[config.mk]
export PLATFORM = sky130hd
export DESIGN_NAME = rmq_front
export DESIGN_NICKNAME = d
export VERILOG_FILES = /design/src/hdl/rmq_pkg.sv /design/src/hdl/rmq_front.sv
export SDC_FILE = /design/constraint.sdc
export NUM_CORES = 2
export LEC_CHECK = 0
export ABC_AREA = 0
export ABC_CLOCK_PERIOD_IN_PS = 6300
export BUFFER_PORTS_ARGS = -buffer_cell sky130_fd_sc_hd__buf_2
export CAP_MARGIN = 20
export CORE_ASPECT_RATIO = 0.6
export CORE_MARGIN = 3
export CORE_UTILIZATION = 59
export CTS_CLUSTER_DIAMETER = 60
export DETAILED_ROUTE_END_ITERATION = 12
export PLACE_DENSITY = 0.8
export SETUP_SLACK_MARGIN = 0.1
export SLEW_MARGIN = 30
export SYNTH_ARGS = -nofsm -noshare
export SYNTH_HDL_FRONTEND = slang
export SYNTH_SLANG_ARGS = --single-unit
[constraint.sdc]
create_clock -name i_clk -period 6.3 [get_ports i_clk]
set_input_delay 0.315 -clock i_clk [delete_from_list [all_inputs] [get_ports i_clk]]
set_output_delay 0.315 -clock i_clk [all_outputs]
set_load 0.03 [all_outputs]
[src/hdl/rmq_pkg.sv]
package rmq_pkg;
    localparam int FRAC_BITS = 14;
    localparam int ONE       = 1 << FRAC_BITS;
    localparam int LEN_GUARD = 10;
    localparam int MAG_W     = 17;             // largest |v| is 114687
    localparam int SUM_W     = 2 * MAG_W + 2;  // four squares
    localparam int RAD_W     = SUM_W + 2 * LEN_GUARD;
    localparam int SQ_STEPS  = RAD_W / 2;      // one root bit a stage
    localparam int LEN_W     = SQ_STEPS;
    localparam int REM_W     = LEN_W + 3;
    localparam int Q_W       = FRAC_BITS + 1;  // quotient never above ONE
    localparam int NUM_W     = MAG_W + FRAC_BITS + LEN_GUARD + 1;

    typedef logic [MAG_W-1:0] t_mag;

    typedef struct packed {
        t_mag [3:0] mag;
        logic [3:0] neg;
    } t_side;
endpackage

[src/hdl/rmq_front.sv]
// Branch choice, unnormalized vector, magnitudes, squares and their sum.
module rmq_front (
    input  logic                      i_clk,
    input  logic                      i_rst_n,
    input  logic                      i_en,
    input  logic                      i_valid,
    input  logic signed [15:0]        i_e00, i_e01, i_e02,
    input  logic signed [15:0]        i_e10, i_e11, i_e12,
    input  logic signed [15:0]        i_e20, i_e21, i_e22,
    output logic                      o_valid,
    output logic [rmq_pkg::SUM_W-1:0] o_sum,
    output rmq_pkg::t_side            o_side
);
    typedef enum logic [1:0] {BR_TRACE, BR_X, BR_Y, BR_Z} t_branch;

    logic               r1_vld, r2_vld, r3_vld, r4_vld;
    logic signed [17:0] r1_tr, r1_rx, r1_ry, r1_rz;
    logic signed [16:0] r1_a12, r1_a20, r1_a01, r1_s01, r1_s02, r1_s12;
    logic               r1_c0, r1_c1;
    t_branch            n_br;
    logic signed [17:0] n_v [4];
    rmq_pkg::t_side     n_side, r2_side, r3_side, r4_side;
    logic [2*rmq_pkg::MAG_W-1:0] r3_sq [4];
    logic [rmq_pkg::SUM_W-1:0]   r4_sum;

    function automatic logic signed [17:0] clamp_pos(input logic signed [17:0] r);
        return (r < 18'sd1) ? 18'sd1 : r;
    endfunction

    always_ff @(posedge i_clk) begin
        if (!i_rst_n) begin
            r1_vld <= 1'b0;
            r2_vld <= 1'b0;
            r3_vld <= 1'b0;
            r4_vld <= 1'b0;
        end else if (i_en) begin
            r1_vld <= i_valid;
            r2_vld <= r1_vld;
            r3_vld <= r2_vld;
            r4_vld <= r3_vld;
        end
    end

    // stage 1: sums, differences, diagonal compares
    always_ff @(posedge i_clk) begin
        if (i_en) begin
            r1_tr  <= 18'(i_e00) + 18'(i_e11) + 18'(i_e22);
            r1_rx  <= 18'(rmq_pkg::ONE) + 18'(i_e00) - 18'(i_e11) - 18'(i_e22);
            r1_ry  <= 18'(rmq_pkg::ONE) + 18'(i_e11) - 18'(i_e00) - 18'(i_e22);
            r1_rz  <= 18'(rmq_pkg::ONE) + 18'(i_e22) - 18'(i_e11) - 18'(i_e00);
            r1_a12 <= 17'(i_e12) - 17'(i_e21);
            r1_a20 <= 17'(i_e20) - 17'(i_e02);
            r1_a01 <= 17'(i_e01) - 17'(i_e10);
            r1_s01 <= 17'(i_e10) + 17'(i_e01);
            r1_s02 <= 17'(i_e20) + 17'(i_e02);
            r1_s12 <= 17'(i_e21) + 17'(i_e12);
            r1_c0  <= (i_e00 > i_e11) && (i_e00 > i_e22);
            r1_c1  <= i_e11 > i_e22;
        end
    end

    // stage 2: pick the branch, split into sign and magnitude
    always_comb begin
        if (r1_tr > 18'sd0)  n_br = BR_TRACE;
        else if (r1_c0)      n_br = BR_X;
        else if (r1_c1)      n_br = BR_Y;
        else                 n_br = BR_Z;
        case (n_br)
            BR_TRACE: begin
                n_v[0] = 18'(r1_a12);
                n_v[1] = 18'(r1_a20);
                n_v[2] = 18'(r1_a01);
                n_v[3] = r1_tr + 18'(rmq_pkg::ONE);
            end
            BR_X: begin
                n_v[0] = clamp_pos(r1_rx);
                n_v[1] = 18'(r1_s01);
                n_v[2] = 18'(r1_s02);
                n_v[3] = 18'(r1_a12);
            end
            BR_Y: begin
                n_v[0] = 18'(r1_s01);
                n_v[1] = clamp_pos(r1_ry);
                n_v[2] = 18'(r1_s12);
                n_v[3] = 18'(r1_a20);
            end
            default: begin
                n_v[0] = 18'(r1_s02);
                n_v[1] = 18'(r1_s12);
                n_v[2] = clamp_pos(r1_rz);
                n_v[3] = 18'(r1_a01);
            end
        endcase
        for (int i = 0; i < 4; i++) begin
            n_side.neg[i] = n_v[i][17];
            n_side.mag[i] = n_v[i][17] ? rmq_pkg::MAG_W'(-n_v[i])
                                       : rmq_pkg::MAG_W'(n_v[i]);
        end
    end

    // stages 2..4: magnitudes, squares, sum (magnitudes stay below 2^17, no prescale)
    always_ff @(posedge i_clk) begin
        if (i_en) begin
            r2_side <= n_side;
            r3_side <= r2_side;
            r4_side <= r3_side;
            for (int i = 0; i < 4; i++) begin
                r3_sq[i] <= r2_side.mag[i] * r2_side.mag[i];
            end
            r4_sum <= rmq_pkg::SUM_W'(r3_sq[0]) + rmq_pkg::SUM_W'(r3_sq[1])
                    + rmq_pkg::SUM_W'(r3_sq[2]) + rmq_pkg::SUM_W'(r3_sq[3]);
        end
    end

    assign o_valid = r4_vld;
    assign o_sum   = r4_sum;
    assign o_side  = r4_side;
endmodule

== After elaboration in Yosys (flattened, before gate mapping) ==
Memories as Yosys holds them, arrays and structs flattened.
Index checks and enable logic that the tools add are counted.
Storage, ports and cells
  flip-flop bits (word level): 432
  RAM bits: 136
  bits of input ports: 148
  output and inout port bits: 109
  word-level logic and storage cells: 86
  memories: 1
Memories
  r3_sq: depth 4, bits a word 34, rd ports 4, clocked after Yosys merged registers in 0, write ports 4, line rmq_front.sv:23  | logic [2*rmq_pkg::MAG_W-1:0] r3_sq [4];
Cells by class
  add/sub/neg operators: 25
  multipliers: 4
  magnitude comparators: 7
  equality and inequality tests: 2
  mux-type cells: 13
  reduce and logical (&&, ||, !) cells: 2
Operator list (count)
  72-bit one-hot mux with 3 select lines: 1
  17-bit by 17-bit multiplier with 34-bit output: 4
  16-bit by 16-bit adder with 17-bit output: 4
  17-bit 2-to-1 mux: 4
  17-bit negator: 4
  18-bit by 2-bit less-than comparator with 1-bit output, second input constant: 3
  18-bit 2-to-1 mux: 3
  17-bit by 16-bit subtractor with 18-bit output: 3
  18-bit by 16-bit subtractor with 18-bit output: 3
  16-bit by 16-bit adder with 17-bit output, first input constant: 3
  16-bit by 16-bit subtractor with 17-bit output: 3
  16-bit greater-than comparator: 3
  35-bit by 34-bit adder with 36-bit output: 1
  36-bit by 34-bit adder with 36-bit output: 1
  34-bit by 34-bit adder with 35-bit output: 1
  17-bit by 16-bit adder with 18-bit output: 1
  18-bit by 16-bit adder with 18-bit output, second input constant: 1
  18-bit by 1-bit greater-than comparator with 1-bit output, second input constant: 1
  2-bit 2-to-1 mux: 2
  1-bit 2-to-1 mux: 3
  2-bit by 1-bit equality test with 1-bit output, second input constant: 1
  2-bit equality test, second input constant: 1
  2-bit zero test: 1
  1-bit logical AND: 1

== Longest topological paths before layout ==
  depth after elaboration: 7
  mapped depth: 26
  depth with buffers taken out: 25

== Worst setup path before layout ==
Ideal clock, no wire load.
  kind: register to register
  from: register r2_side[57] (netlist name)
  to: memory r3_sq[3][30] (netlist name), data pin
  library setup time: 0.258 ns
  arrival: 6.244 ns
  data required time: 6.042 ns
  path slack: -0.202 ns
  cell stages (with the launch flop): 24
  buffers on the path: 2
  clock period less this slack: 6.502 ns
  cell sequence: edfxtp_1 > clkbuf_1 > clkbuf_1 > nand2_1 > inv_1 > fa_1 > inv_1 > fa_1 > fa_1 > inv_1 > fa_1 > fa_1 > fa_1 > ha_1 > a21o_1 > a21o_1 > a21o_1 > a221o_1 > a311oi_2 > o22ai_1 > nor4_1 > o31a_1 > nor2b_1 > xnor2_1
RTL lines
  start: declaration: line rmq_front.sv:22  | rmq_pkg::t_side n_side, r2_side, r3_side, r4_side;
  start signal: assignment: line rmq_front.sv:104  | r2_side <= n_side;
  end: declaration: line rmq_front.sv:23

==> flow_summary.ini <==
[sta]
period_share_pct = 102.9
grt_setup_unrepaired = true
finalHoldViolCount = 0
timing_worst_slew_pin_value_ps = 1127
maxClockFrequency_ghz = 0.1543
fin_worst_skew_ps = 23.24
layout_setup_ws_ps = -182.1
timing.slew.headroom_pct = 24.31
slew_violations = 0
min_period_ps = 6482
report.final.setup_viol = 11

[global_routing]
grt_start_max_net_pins = 151
grt_antenna_before_repair = 12
grt_first_pass_wirelength_mm = 284.9
remaining_global_route_overflow = 0
groute.usage.overall_pct = 31.81
vias_in_the_first_global_route = 50420

[layout]
utilization_pct = 69.98
finalNonFillerCells = 8758
area_growth_pct = 16.67
drive_above_1_share_pct = 17.74
layout.filler_cells = 7738
num-nets-final = 9036
multi_input_comb_area_um2 = 45330
ff_latch_area_um2 = 16600

[logic_synthesis]
synth_cells = 6489
ys_ff_latch = 554
synth_warnings = 0
netlist_area_um2 = 66240
yosysSeqAreaShare_pct = 25.06
share_of_flip_flops_with_an_asynchronous_set_or_reset_pct = 0
ys_dominant_reg_cell = sky130_fd_sc_hd__edfxtp_1
post_synth.cell_area_avg_um2 = 10.21
synth_edf_count = 550
synth_cell_types = 82

[clocking]
cts.sinks = 554
clockBufferDepth = 3
clockRootBuffer = sky130_fd_sc_hd__clkbuf_16
clk_pin_slew_ps = 70
tritoncts = built
cts-buffers-inserted = 66
h_tree_depth = 3
clk_latency_ps = 680

[run_status]
outcome = finished with violations
violations = setup timing

[setup_path]
worst_endpoint_required_time_ps = 6730
worst-endpoint-arrival_ps = 6920
crit_path_max_incr_delay_ps = 590
ff2ff_path_depth = 24
cp_launch_type = register
worst_path_most_repeated_cell = sky130_fd_sc_hd__fa_1
crit_path_max_fanout = 6
r2r_setup_slack_ps = -180
critical_path.cell_chain = buf_6 > buf_4 > and2_1 > fa_1 > fa_1 > fa_2 > fa_1 > fa_1 > inv_2 > fa_1 > inv_2 > ha_4 > and3_4 > a221oi_4 > nor2b_1 > a311oi_2 > buf_4 > o22ai_4 > buf_4 > buf_6 > nor2_1 > nor2_1 > nor2_1 > xnor2_1
cp-end-kind = register
critPathSlowestCell = sky130_fd_sc_hd__fa_1
worst-setup-path-type = register to register
worstReg2RegEnd = r3_sq[3][26]
worstReg2RegStart = r2_side[59]

[route]
drt-wirelength-per-cell_um = 21.27
final_antenna_net_count = 0
routed_via_density = 5.664
initialDrtViolationCount = 5477
detailedRoute.firstPassIterationCount = 6
routed-via-count = 49610
route.detailed.drc = 0
finalWirelength_mm = 186.3

[hold_path]
hp-class = input pin to register
hold_path_startpoint = i_e21[0]
min_path_cells = 3
min_delay_worst_endpoint = r1_a12[0]

[place]
count_of_buffers_from_port_buffering = 256
dpl_worst_slack_ps = -391.2
post-place-cells = 8453
place.gp.congestion = 1.020
place.detailed.hpwl_mm = 148.6

[flow_run]
cap_violations = 0

[floorplan]
ios = 257
die_w_um = 438.6
die_area_um2 = 116500
dieHeight_um = 265.5
starting_density_of_the_core_pct = 59.98
number_of_placement_rows = 94
placeableCoreArea_um2 = 110400
[worst max-delay path: cells and delay by family, from the launching register on]
family	cells	cell delay (ps)
compound gates	3	660
xor+xnor	1	90
fa+ha+maj	7	3410
buf+inv	7	850
flops	1	440
simple gates	6	790
[through the flow]
stage / cell area (um^2) / TNS (ps) / hold slack (ps)
final: 77280 / -945.5 / 73.60
after global routing: 77270 / -3801 / 75.35
after CTS: 75280 / -286.6 / 16.17
after detailed placement: 71810 / -4150 / 404.5
after global placement: 71810 / -1327 / 401.1
after floorplan: 66430 / 0 / 400.3
[timing repair]
item	4_1_cts	5_1_grt
endpoints found under the hold margin	4	0
pin swaps	100	229
resized for setup	134	355
hold buffers	2	0
buffers inserted	87	97
setup endpoints to repair	39	52
[layer usage]
| layer | share of wire, % | vias to the layer above | wire length, um | GRT usage, % |
|---|---|---|---|---|
| met4 | 2.9 | 2 | 5357 | 8.217 |
| met2 | 42 | 2452 | 78520 | 45.39 |
| li1 | - | 22300 | - | - |
| met5 | 0.011 | - | 20 | 0 |
| met1 | 42 | 24540 | 78650 | 46.99 |
| met3 | 13 | 318 | 23700 | 10.23 |
[final cells by class]
cell class | count | area share (%)
flip-flops and latches | 554 | 21.47
well taps | 1488 | 2.409
repair buffers | 798 | 7.651
clock buffers | 74 | 2.244
diodes | 11 | 0.03562
clock inverters | 44 | 0.6606
inverters | 1412 | 6.866
multi-input cells | 4377 | 58.66
[cell families after synthesis]
logic type      after synthesis  synth area share, %
other cells                   2              0.01134
simple gates               1409                10.21
fa+ha+maj                  1679                41.92
flops                       554                25.06
mux                          62               0.9502
compound gates              875                8.393
buf+inv                    1559                8.854
xor+xnor                    349                4.615
[state kept, by name (all words and copies together), names as in the netlist, 17 cells and up]
name / flops
r1_ry: 17
r3_sq: 128
r2_side: 72
r1_rx: 17
r1_a20: 17
r1_a12: 17
o_sum: 36
r1_tr: 17
r3_side: 72
r1_rz: 18
r1_a01: 17
o_side: 72
[cell usage in the layout, fill, tap and decap left out, drive strengths merged, types with 186 or more instances in the layout]
cell / Yosys / final
nor2: 280 / 280
ha: 779 / 779
inv: 1411 / 1423
edfxtp: 550 / 550
and2: 225 / 225
a21oi: 284 / 284
buf: 16 / 795
o21ai: 186 / 186
fa: 900 / 900
xnor2: 271 / 271
nand2: 500 / 500
[cells in the mapped netlist, types with 78 or more instances]
library cell	instances	area (um^2)
sky130_fd_sc_hd__inv_1	1409	5289
sky130_fd_sc_hd__fa_1	900	18020
sky130_fd_sc_hd__ha_1	779	9747
sky130_fd_sc_hd__edfxtp_1	550	16520
sky130_fd_sc_hd__nand2_1	500	1877
sky130_fd_sc_hd__a21oi_1	283	1416
sky130_fd_sc_hd__nor2_1	280	1051
sky130_fd_sc_hd__xnor2_1	271	2374
sky130_fd_sc_hd__and2_1	225	1408
sky130_fd_sc_hd__o21ai_0	166	830.8
sky130_fd_sc_hd__clkbuf_1	131	491.7
sky130_fd_sc_hd__nor3_1	82	410.4
sky130_fd_sc_hd__xor2_1	78	683.2
[how the worst max path moves through the flow]
stage                     start            to  slack, ps  cells after the start
finish              r2_side[59]  r3_sq[3][26]       -180                     24
global route        r2_side[59]  r3_sq[3][28]       -430                     24
CTS                 r2_side[59]  r3_sq[3][30]       -120                     23
detailed placement  r2_side[64]  r3_sq[3][32]       -390                     21
global placement     r2_side[9]  r3_sq[0][33]       -300                     24
floorplan           r2_side[57]  r3_sq[3][30]         20                     23
Power is not shown: default switching activity piles up to over one toggle a cycle in this logic, so the estimate is an artifact.
